### config.mk
export PLATFORM = sky130hd
export DESIGN_NAME = pfb_queue
export DESIGN_NICKNAME = d
export VERILOG_FILES = /design/src/hdl/pfb_pkg.sv /design/src/hdl/pfb_queue.sv
export SDC_FILE = /design/constraint.sdc
export NUM_CORES = 1
export LEC_CHECK = 0
export BUFFER_PORTS_ARGS = -buffer_cell sky130_fd_sc_hd__buf_2
export CAP_MARGIN = 20
export CORE_MARGIN = 5
export CORE_UTILIZATION = 30
export CTS_CLUSTER_DIAMETER = 80
export DETAILED_ROUTE_END_ITERATION = 8
export HOLD_SLACK_MARGIN = 0.05
export PLACE_DENSITY = 0.55
export SYNTH_ARGS = -nofsm -noshare
export SYNTH_HDL_FRONTEND = slang
export SYNTH_SLANG_ARGS = --single-unit
### constraint.sdc
create_clock -name clk -period 6.25 [get_ports clk]
set_clock_uncertainty 0.2 [all_clocks]
set_input_delay 1.5625 -clock clk [delete_from_list [all_inputs] [get_ports clk]]
set_output_delay 1.5625 -clock clk [all_outputs]
set_load 0.05 [all_outputs]
### src/hdl/pfb_pkg.sv
`timescale 1ns / 1ps

package pfb_pkg;

    // Screen and store geometry
    localparam int SCREEN_WIDTH   = 128;
    localparam int SCREEN_HEIGHT  = 64;
    localparam int PAGES          = (SCREEN_HEIGHT + 7) / 8;
    localparam int STORE_SIZE     = SCREEN_WIDTH * PAGES;
    localparam int STORE_AW       = $clog2(STORE_SIZE);
    localparam int X_AW           = $clog2(SCREEN_WIDTH);
    localparam int Y_AW           = $clog2(SCREEN_HEIGHT);

    // Signed pixel coordinate: origin plus bitmap offset plus bit offset
    localparam int COORD_W        = 11;
    localparam int MAX_BLIT_WIDTH = 128;

    // Command queue between front and back (depth is a power of two)
    localparam int Q_DEPTH        = 4;
    localparam int Q_AW           = $clog2(Q_DEPTH);

    // Configuration port
    localparam int CFG_IDX_W      = 3;
    localparam int CFG_DATA_W     = 9;

    // A single pixel travels as the leftmost bit of a pixel mask
    localparam logic [7:0] PIXEL_MSB = 8'h80;

    typedef enum logic [1:0] {
        REQ_BLIT = 2'd0,
        REQ_PLOT = 2'd1,
        REQ_READ = 2'd2,
        REQ_FILL = 2'd3
    } req_type_t;

    typedef enum logic [1:0] {
        MODE_CLEAR  = 2'd0,
        MODE_SET    = 2'd1,
        MODE_INVERT = 2'd2,
        MODE_NONE   = 2'd3
    } pix_mode_t;

    typedef enum logic [CFG_IDX_W-1:0] {
        CFG_ORIGIN_X = 3'd0,
        CFG_ORIGIN_Y = 3'd1,
        CFG_WIDTH    = 3'd2,
        CFG_HEIGHT   = 3'd3,
        CFG_COLOR    = 3'd4
    } cfg_idx_t;

    typedef enum logic [1:0] {
        CMD_PIXELS = 2'd0,
        CMD_READ   = 2'd1,
        CMD_FILL   = 2'd2
    } cmd_kind_t;

    typedef logic signed [COORD_W-1:0] coord_t;

    // One classified request; data is the pixel mask or the fill value
    typedef struct packed {
        cmd_kind_t   kind;
        logic [7:0]  data;
        coord_t      x;
        coord_t      y;
        pix_mode_t   mode;
        logic [9:0]  index;
    } cmd_t;

    typedef struct packed {
        logic clearing;
    } back_status_t;

    typedef enum logic [2:0] {
        BK_CLEAR     = 3'd0,
        BK_IDLE      = 3'd1,
        BK_PIX_SCAN  = 3'd2,
        BK_PIX_WRITE = 3'd3,
        BK_FILL      = 3'd4,
        BK_READ_WAIT = 3'd5
    } back_state_t;

    // Byte address of an on-screen pixel: column * PAGES + row / 8
    function automatic logic [STORE_AW-1:0] pixel_addr(
        input logic [X_AW-1:0] x,
        input logic [Y_AW-1:0] y
    );
        return STORE_AW'(int'(x) * PAGES + int'(y >> 3));
    endfunction

endpackage

### src/hdl/pfb_queue.sv
`timescale 1ns / 1ps

module pfb_queue
    import pfb_pkg::*;
(
    input  logic clk,
    input  logic rst_n,
    input  logic push_valid,
    input  cmd_t push_cmd,
    output logic push_ready,
    output logic pop_valid,
    output cmd_t pop_cmd,
    input  logic pop
);

    cmd_t            q_mem [Q_DEPTH];
    logic [Q_AW-1:0] wr_ptr_reg;
    logic [Q_AW-1:0] rd_ptr_reg;
    logic [Q_AW:0]   count_reg;
    logic            do_push;
    logic            do_pop;

    assign push_ready = (count_reg != (Q_AW+1)'(Q_DEPTH));
    assign pop_valid  = (count_reg != '0);
    assign pop_cmd    = q_mem[rd_ptr_reg];
    assign do_push    = push_valid && push_ready;
    assign do_pop     = pop && pop_valid;

    // Store the entry
    always_ff @(posedge clk)
    begin
        if (do_push)
        begin
            q_mem[wr_ptr_reg] <= push_cmd;
        end
    end

    // Advance pointers and fill level
    always_ff @(posedge clk or negedge rst_n)
    begin
        if (!rst_n)
        begin
            wr_ptr_reg <= '0;
            rd_ptr_reg <= '0;
            count_reg  <= '0;
        end
        else
        begin
            if (do_push)
            begin
                wr_ptr_reg <= wr_ptr_reg + 1'b1;
            end
            if (do_pop)
            begin
                rd_ptr_reg <= rd_ptr_reg + 1'b1;
            end
            if (do_push && !do_pop)
            begin
                count_reg <= count_reg + 1'b1;
            end
            else if (do_pop && !do_push)
            begin
                count_reg <= count_reg - 1'b1;
            end
        end
    end

endmodule

==> run metrics <==
#FFs+latches synth about 180; Core ar. ~23000 sq um; Iter 0 DRT Violations 80; max reg flops roughly 180; Reg area between 5000 and 6000 sq um; cell area after synthesis 6820 sq um; Num CTS Buffers 17; cell taking the most area after synthesis edfxtp_1; Via Count 3002; mean post-synth cell area approximately 26 sq um; most common cell after layout, fill and taps aside edfxtp_1; footprint of the multi-input gates 1240 sq um; initial core utilization 0.303; layout cell share with drive strength beyond 1 0.452; Syn Inst Count around 270; CP Max Fanout 46; initial antenna violation count 0; # H-tree levels 4; Post-Syn Nets 319; ranking of synthesized cells by area edfxtp_1, mux4_2, dfrtp_1; routed length per instance between 15 and 20 microns; Post-CTS Setup Repair Bufs 0; final setup fails 0; worst setup margin around 2.1 ns; number of port buffers 93; Fin Setup TNS 0 ns; antenna-violating nets left 0; CP Launch Type register; Tmin final approximately 4 ns; Synth cell types 19; Critical Path RT approximately 4.5 ns; unrepaired setup endpoints after global routing false; DR DRC count 0; first-pass GRT wire length approximately 19000 microns; Pleak about 2.8 nW; final count of pins violating max slew 0; VDD IR-drop max between 0.2 and 0.25 mV; post-synth top area share 0.775; Core Rows 55; largest net degree at the start of global routing 47; final worst path period share 0.659; die span in x around 160 microns; status completed; PwrDens roughly 550 nW/um^2; gpl congestion roughly 0.63; CP Capture Type output port; Total Wirelength about 12000 microns; MaxCap Viol Count 0; TritonCTS Sinks ~180; number of global-route vias before repair roughly 3300; Worst-Margin Slew between 0.9 and 1 ns; Hold Fails Final Rpt 0; Clk Tree Root Cell clkbuf_16; DP HPWL between 7000 and 8000 microns; CTS Hold Bufs 0; Hold WC Path Type reg2reg; Ports 94; total track usage 0.0985; GR Overflow Total 0; CTS tree built; die height between 150 and 200 microns; clock transition at the registers of the reported paths 0.06 ns; clk buf depth 2; Max Freq around 0.24 GHz; fin nets 426; post-CTS sizing 0; Worst-Skew Late Latency 0.41 ns; filler instances just over 2000; pre-CTS WS ~2.5 ns; WP data arrival 2.36 ns; Util after Layout 0.363; drt first pass iters 4; CP Class reg2out; area growth from synthesis to final layout 19.6%; register area share after synthesis 0.800; Syn. warnings 0; routed vias/inst 4.49; slew margin rel. 0.366; most frequent cells in the layout edfxtp_1, buf_2, mux4_2, clkbuf_16, mux4_1; Die Footprint around 26000 sq um
[cell families (layout without fill, tap and decap cells)]
| logic type | after synthesis | in the layout | share of synthesized area |
|---|---|---|---|
| other | 0 | 1 | 0 |
| and+or+nand+nor | 10 | 10 | 0.00752 |
| adders and majority gates | 6 | 6 | 0.0121 |
| buffers and inverters | 13 | 131 | 0.0187 |
| AOI/OAI and AO/OA | 1 | 1 | 0.00165 |
| DFF | 183 | 183 | 0.800 |
| xor gates and xnor gates | 6 | 6 | 0.00770 |
| muxes | 46 | 46 | 0.152 |
[per-stage QoR]
| step | hold slack (ns) | instance area, sq um | total power, W | std cells |
|---|---|---|---|---|
| after floorplan | 0.293 | 6820 | 0.00311 | 265 |
| after global placement | 0.307 | 7570 | 0.00344 | 638 |
| after detailed placement | 0.329 | 7570 | 0.00346 | 638 |
| after CTS | 0.339 | 8160 | 0.00454 | 668 |
| after global routing | 0.366 | 8160 | 0.00466 | 668 |
| final | 0.336 | 8160 | 0.00445 | 669 |
[power breakdown]
part	switching [W]	leakage (nW)	internal [W]
Sequential	0.000147	1.69	0.00163
Combinational	0.00111	0.808	0.000495
Clock	0.000444	0.285	0.000624
Total	0.00171	2.79	0.00275
[critical path, cell delays in order (launching register included)]
cell and delay [ns]:
dfrtp_4 1.05, mux4_1 0.64, buf_2 0.23
[Yosys cell counts (all sizes together)]
cell	instances
a21boi	1
edfxtp	176
fa	1
mux4	44
xnor2	4
dfrtp	7
and2	4
or3	1
nand2	2
inv	3
nand3	1
mux2	2
buf	10
nor2	2
xor2	2
ha	5
[metal layers]
| metal | GRT usage | share of wire |
|---|---|---|
| met5 | 0 | 0 |
| met4 | 0.0384 | 0.012 |
| met3 | 0.0313 | 0.042 |
| met2 | 0.169 | 0.51 |
| met1 | 0.116 | 0.43 |
[layout make-up]
class / instances / area share
sequential: 183 / 0.670
multi-input combinational: 69 / 0.152
timing repair buffer: 98 / 0.0617
clock buffer: 17 / 0.0521
tap: 285 / 0.0437
clock inverter: 13 / 0.0190
inverter: 3 / 0.00138
antenna: 1 / 0.000307
[worst paths after layout]
check                               from             to  slack, ns  cells after the start
setup / recovery           rd_ptr_reg[0]    pop_cmd[30]       2.13                      2
setup reg to reg            count_reg[0]   q_mem[0][40]       3.76                      4
hold / removal              count_reg[2]   count_reg[2]       0.34                      1
hold reg to reg             count_reg[2]   count_reg[2]       0.34                      1
min in group asynchronous          rst_n   count_reg[2]       0.77                      1
max in group asynchronous          rst_n  rd_ptr_reg[0]       4.91                      1
Note: power is estimated with default switching activity, not from simulation.
