### src/hdl/pfb_pkg.sv
`timescale 1ns / 1ps

package pfb_pkg;

    // Screen and store geometry
    localparam int SCREEN_WIDTH   = 128;
    localparam int SCREEN_HEIGHT  = 64;
    localparam int PAGES          = (SCREEN_HEIGHT + 7) / 8;
    localparam int STORE_SIZE     = SCREEN_WIDTH * PAGES;
    localparam int STORE_AW       = $clog2(STORE_SIZE);
    localparam int X_AW           = $clog2(SCREEN_WIDTH);
    localparam int Y_AW           = $clog2(SCREEN_HEIGHT);

    // Signed pixel coordinate: origin plus bitmap offset plus bit offset
    localparam int COORD_W        = 11;
    localparam int MAX_BLIT_WIDTH = 128;

    // Command queue between front and back (depth is a power of two)
    localparam int Q_DEPTH        = 4;
    localparam int Q_AW           = $clog2(Q_DEPTH);

    // Configuration port
    localparam int CFG_IDX_W      = 3;
    localparam int CFG_DATA_W     = 9;

    // A single pixel travels as the leftmost bit of a pixel mask
    localparam logic [7:0] PIXEL_MSB = 8'h80;

    typedef enum logic [1:0] {
        REQ_BLIT = 2'd0,
        REQ_PLOT = 2'd1,
        REQ_READ = 2'd2,
        REQ_FILL = 2'd3
    } req_type_t;

    typedef enum logic [1:0] {
        MODE_CLEAR  = 2'd0,
        MODE_SET    = 2'd1,
        MODE_INVERT = 2'd2,
        MODE_NONE   = 2'd3
    } pix_mode_t;

    typedef enum logic [CFG_IDX_W-1:0] {
        CFG_ORIGIN_X = 3'd0,
        CFG_ORIGIN_Y = 3'd1,
        CFG_WIDTH    = 3'd2,
        CFG_HEIGHT   = 3'd3,
        CFG_COLOR    = 3'd4
    } cfg_idx_t;

    typedef enum logic [1:0] {
        CMD_PIXELS = 2'd0,
        CMD_READ   = 2'd1,
        CMD_FILL   = 2'd2
    } cmd_kind_t;

    typedef logic signed [COORD_W-1:0] coord_t;

    // One classified request; data is the pixel mask or the fill value
    typedef struct packed {
        cmd_kind_t   kind;
        logic [7:0]  data;
        coord_t      x;
        coord_t      y;
        pix_mode_t   mode;
        logic [9:0]  index;
    } cmd_t;

    typedef struct packed {
        logic clearing;
    } back_status_t;

    typedef enum logic [2:0] {
        BK_CLEAR     = 3'd0,
        BK_IDLE      = 3'd1,
        BK_PIX_SCAN  = 3'd2,
        BK_PIX_WRITE = 3'd3,
        BK_FILL      = 3'd4,
        BK_READ_WAIT = 3'd5
    } back_state_t;

    // Byte address of an on-screen pixel: column * PAGES + row / 8
    function automatic logic [STORE_AW-1:0] pixel_addr(
        input logic [X_AW-1:0] x,
        input logic [Y_AW-1:0] y
    );
        return STORE_AW'(int'(x) * PAGES + int'(y >> 3));
    endfunction

endpackage

### src/hdl/pfb_front.sv
`timescale 1ns / 1ps

module pfb_front
    import pfb_pkg::*;
(
    input  logic                  clk,
    input  logic                  rst_n,
    input  logic                  in_valid,
    output logic                  in_ready,
    input  logic [1:0]            req_type,
    input  logic [7:0]            data_byte,
    input  logic signed [8:0]     plot_x,
    input  logic signed [8:0]     plot_y,
    input  logic [1:0]            plot_color,
    input  logic [9:0]            read_index,
    input  logic                  cfg_we,
    input  logic [CFG_IDX_W-1:0]  cfg_index,
    input  logic [CFG_DATA_W-1:0] cfg_data,
    output logic                  push_valid,
    output cmd_t                  push_cmd,
    input  logic                  push_ready,
    input  back_status_t          back_status
);

    logic signed [8:0] origin_x_reg;
    logic signed [8:0] origin_y_reg;
    logic [7:0]        width_reg;
    logic [6:0]        height_reg;
    pix_mode_t         color_reg;
    logic [6:0]        col_reg;
    logic [6:0]        col_next;
    logic [6:0]        row_reg;
    logic [6:0]        row_next;

    logic              accept;
    logic              cfg_hit;
    logic [7:0]        eff_w;
    logic [6:0]        eff_h;
    logic [7:0]        col_sum;
    logic [7:0]        row_inc;
    logic [7:0]        pad_mask;

    // Hold requests while the store is being cleared after reset
    assign in_ready   = push_ready && !back_status.clearing;
    assign push_valid = in_valid && !back_status.clearing;
    assign accept     = in_valid && in_ready;
    assign cfg_hit    = cfg_we && (cfg_index <= CFG_COLOR);

    // Clamp bitmap geometry
    always_comb
    begin
        if (width_reg == '0)
        begin
            eff_w = 8'd1;
        end
        else if (width_reg > 8'(MAX_BLIT_WIDTH))
        begin
            eff_w = 8'(MAX_BLIT_WIDTH);
        end
        else
        begin
            eff_w = width_reg;
        end
        eff_h = (height_reg == '0) ? 7'd1 : height_reg;
    end

    // Drop the padding bits beyond the bitmap width
    always_comb
    begin
        for (int b = 0; b < 8; b++)
        begin
            pad_mask[7-b] = (({1'b0, col_reg} + 8'(b)) < eff_w);
        end
    end

    // Classify the request into a command for the back end
    always_comb
    begin
        push_cmd       = '0;
        push_cmd.index = read_index;
        unique case (req_type)
            REQ_BLIT:
            begin
                push_cmd.kind = CMD_PIXELS;
                push_cmd.data = data_byte & pad_mask;
                push_cmd.x    = coord_t'(origin_x_reg) + coord_t'(col_reg);
                push_cmd.y    = coord_t'(origin_y_reg) + coord_t'(row_reg);
                push_cmd.mode = color_reg;
            end
            REQ_PLOT:
            begin
                push_cmd.kind = CMD_PIXELS;
                push_cmd.data = PIXEL_MSB;
                push_cmd.x    = coord_t'(plot_x);
                push_cmd.y    = coord_t'(plot_y);
                push_cmd.mode = pix_mode_t'(plot_color);
            end
            REQ_READ:
            begin
                push_cmd.kind = CMD_READ;
            end
            REQ_FILL:
            begin
                push_cmd.kind = CMD_FILL;
                push_cmd.data = data_byte;
            end
            default:
            begin
                push_cmd.kind = CMD_READ;
            end
        endcase
    end

    // Step the bitmap cursor: columns by eight, then rows, then wrap
    always_comb
    begin
        col_next = col_reg;
        row_next = row_reg;
        col_sum  = {1'b0, col_reg} + 8'd8;
        row_inc  = {1'b0, row_reg} + 8'd1;
        if (cfg_hit)
        begin
            col_next = '0;
            row_next = '0;
        end
        else if (accept && (req_type == REQ_BLIT))
        begin
            if (col_sum >= eff_w)
            begin
                col_next = '0;
                row_next = (row_inc >= {1'b0, eff_h}) ? '0 : row_inc[6:0];
            end
            else
            begin
                col_next = col_sum[6:0];
            end
        end
    end

    always_ff @(posedge clk or negedge rst_n)
    begin
        if (!rst_n)
        begin
            col_reg <= '0;
            row_reg <= '0;
        end
        else
        begin
            col_reg <= col_next;
            row_reg <= row_next;
        end
    end

    // Write configuration registers
    always_ff @(posedge clk or negedge rst_n)
    begin
        if (!rst_n)
        begin
            origin_x_reg <= '0;
            origin_y_reg <= '0;
            width_reg    <= 8'd64;
            height_reg   <= 7'd64;
            color_reg    <= MODE_SET;
        end
        else if (cfg_we)
        begin
            unique case (cfg_index)
                CFG_ORIGIN_X: origin_x_reg <= $signed(cfg_data[8:0]);
                CFG_ORIGIN_Y: origin_y_reg <= $signed(cfg_data[8:0]);
                CFG_WIDTH:    width_reg    <= cfg_data[7:0];
                CFG_HEIGHT:   height_reg   <= cfg_data[6:0];
                CFG_COLOR:    color_reg    <= pix_mode_t'(cfg_data[1:0]);
                default:      ;
            endcase
        end
    end

endmodule

### config.mk
export PLATFORM = sky130hd
export DESIGN_NAME = pfb_front
export DESIGN_NICKNAME = d
export VERILOG_FILES = /design/src/hdl/pfb_pkg.sv /design/src/hdl/pfb_front.sv
export SDC_FILE = /design/constraint.sdc
export NUM_CORES = 1
export LEC_CHECK = 0
export BUFFER_PORTS_ARGS = -buffer_cell sky130_fd_sc_hd__buf_2
export CAP_MARGIN = 20
export CORE_MARGIN = 8
export CORE_UTILIZATION = 45
export DETAILED_ROUTE_END_ITERATION = 10
export PLACE_DENSITY = 0.8
export SYNTH_ARGS = -nofsm -noshare
export SYNTH_HDL_FRONTEND = slang
export SYNTH_SLANG_ARGS = --single-unit
### constraint.sdc
create_clock -name clk -period 2.5 [get_ports clk]
set_input_delay 0.125 -clock clk [delete_from_list [all_inputs] [get_ports clk]]
set_output_delay 0.125 -clock clk [all_outputs]
set_load 0.01 [all_outputs]
==> results.cfg <==
[global_route]
met2_usage_pct = 28.5
grt_max_degree = 47
grt_util_met3_pct = 4.90
grt_pass1_wl_microns = 16200
gr-usage-met1_pct = 21.6
grt-busiest-layer = met2
grt.overflow.total = 0
antenna_found_initial = 0
grt_usage_pct = 17.4
grt_pass1_vias = 3364

[detailed_routing]
first_pass_iters = 4
vias = 3323
viasPerCell = 5.57
drt_iter0_markers = 143
drc = 0
drt-total-wl_microns = 10400
drt.antenna.violating_nets = 0
drt-wirelength-per-cell_microns = 17.5

[clocking]
cts.sinks = 46
root_buffer = clkbuf_8
path_clk_slew_ps = 90
clk_latency_ps = 310
cts_tree = yes
h-tree-depth = 2
clock_path_buffers = 2
cts-buffers-inserted = 5

[placement]
place_ws_ps = -4.51
port_buffers = 83
post_dp_cell_area_sq_um = 4210
dp_hpwl_microns = 7890
gp_congestion = 0.901

[floorplanning]
io_pins = 104
core-area_sq_um = 8050
start_util_pct = 45.5
die_y_microns = 106
die-area_sq_um = 11300
die_width_microns = 106
rows = 33

[logic_synthesis]
synth_edf_count = 0
postSynth.asyncResetShare_pct = 100
postSynthCellCount = 393
synth-seq-area-share_pct = 31.5
synth_fa_ha_area_share_pct = 12.8
synth_top_family_by_area = simple AND/OR/NAND/NOR gates
synth_xor_area_share_pct = 4.30
synthesis.area_sq_um = 3660
syn_nets = 488
synth.area.mux_share_pct = 13.8
avgSynthCellArea_sq_um = 9.33
ys_ff_latch = 46
yosysWarnings = 0
synth_cell_types = 58
synth_compound_area_share_pct = 15.6
synth_flop_cell = dfrtp_1
yosys.area_share.simple_pct = 16.5

[power_and_ir_drop]
p_per_area_nw_per_um2 = 814
leakagePower_uw = 0.00226
ir_worst_vdd_mv = 0.280

[finish]
fin_area_sq_um = 4630
area_growth_pct = 26.4
fillerInstances = 688
drive_gt1_share_pct = 42.3
nNetsFinal = 586
multi_input_area_sq_um = 2510
n_antenna_cell = 0
seq_area_sq_um = 1160

[sta]
period_share_pct = 103
max_freq_ghz = 0.390
fin_ws_ps = -67.0
fin_crit_ps = 2570
rsz0062_at_grt = true
finalHoldWorstSlack_ps = 71.3
finalClockSkew_ps = 7.80
setup_total_negative_slack_ps = -282
slew_viol_final = 0
tightest_slew_ps = 623
slew_headroom_pct = 58.3
hold_viol_final = 0
setup_viol = 8

[flow_run]
cap_violations = 0

[critical_path]
crit_top_cell = nand2_1
path_delay_family = compound AO/OA/AOI/OAI gates
cp_cell_sequence = buf_4 > nand2_1 > nor2_2 > xor2_1 > ha_1 > a21oi_2 > nand2_1 > a2111oi_4 > o21ai_4 > o21bai_1 > a22o_1
cp-end-kind = register
critPathKind = register to register
cp_num_buf_inv = 1
critPathMaxFanout = 7
critical_path_required_ps = 2750
cp_slowest_cell = dfrtp_1
max_stage_delay_ps = 400
worstPathArrival_ps = 2810
start_kind = register

[run_status]
status = complete, but fails checks
violations = negative setup slack

[hold_path]
min_path_type = input pin to register
==> final cells by class <==
type | count | area share (%)
clock buffers | 5 | 1.49
inverters | 11 | 0.972
clock inverters | 3 | 0.459
multi-input cells | 309 | 54.2
repair buffers | 118 | 15.0
flip-flops and latches | 46 | 25.0
well taps | 105 | 2.84
==> power breakdown <==
part	switching, uW	internal [uW]	leakage [uW]	total [uW]
sequential	181	928	0.000561	1110
combinational	1110	1090	0.00166	2200
clock	265	197	0.0000441	461
==> metrics by stage <==
step / cells / utilization, % / total power, uW
finish: 597 / 57.5 / 3770
global route: 597 / 57.5 / 4090
CTS: 588 / 54.3 / 3530
detailed placement: 575 / 52.3 / 2990
global placement: 575 / 52.3 / 2920
floorplan: 393 / - / 2410
==> metal layers <==
layer,routed length [microns],vias up
met4,218,0
met1,4560,1620
met2,4990,97
met5,0,-
met3,677,19
li1,-,1587
==> cell usage after synthesis (6+ instances only) <==
cell	n	area [sq um]
ha_1	36	450
nand2b_1	11	68.8
buf_4	12	90.1
nor2b_1	9	56.3
o21ai_0	19	95.1
xnor2_1	10	87.6
inv_1	10	37.5
mux2_2	36	405
mux2i_1	10	100
nand2_1	26	97.6
dfrtp_1	43	1080
xor2_1	8	70.1
clkbuf_1	12	45.0
nand3_1	8	40.0
nor3_1	8	40.0
a21oi_1	23	115
nor2_1	34	128
a21o_1	6	45.0
==> what timing repair did <==
action,CTS,global route
resized for setup,9,37
endpoints found under the hold margin,0,43
setup endpoints to repair,8,25
buffers inserted,5,7
hold buffers,0,1
pin swaps,7,18
==> placed cells by master, fill, tap and decap left out, types with 3 or more instances in the layout <==
cell	n
nand4_1	4
nand2_1	25
a31oi_1	4
o21ai_1	7
xnor2_1	7
nand3_1	5
a21oi_1	17
o21bai_1	4
xnor2_2	3
a22o_1	3
nor2_1	31
a21o_1	6
xor2_1	7
o21ai_0	14
a21oi_2	6
ha_4	3
clkbuf_8	5
nor3_1	7
dfrtp_1	41
and2_1	5
nand2b_1	10
and3_1	4
nand3_2	3
o21a_1	5
mux2_2	35
mux2i_1	10
buf_2	83
dfstp_2	3
nor2b_1	9
inv_1	10
ha_1	31
buf_4	32
a211oi_1	3
==> path summary, 6_finish.rpt <==
kind / startpoint / endpoint / slack, ps / cells after the start
setup / recovery: row_reg[0] / row_reg[5] / -70 / 11
hold / removal: cfg_data[8] / origin_y_reg[8] / 70 / 2
setup reg to reg: row_reg[0] / row_reg[5] / -70 / 11
hold reg to reg: origin_x_reg[0] / origin_x_reg[0] / 520 / 1
max in group asynchronous: rst_n / width_reg[6] / 1840 / 3
min in group asynchronous: rst_n / origin_y_reg[2] / 150 / 2
==> logic make-up (layout without fill, tap and decap cells) <==
group	count (synthesis)	after routing
multiplexers	46	46
AO/OA/AOI/OAI	87	87
AND/OR/NAND/NOR	120	120
flip-flops	46	46
adder cells (fa/ha/maj)	37	37
XOR/XNOR	18	18
other	1	1
buffers and inverters	38	137
==> worst reg2reg max path, stage by stage (launching register included) <==
cell and delay, ps:
dfrtp_1 400, buf_4 140, nand2_1 80, nor2_2 160, xor2_1 250, ha_1 320, a21oi_2 170, nand2_1 100
a2111oi_4 370, o21ai_4 160, o21bai_1 190, a22o_1 160
Note: power is estimated with default switching activity, not from simulation.
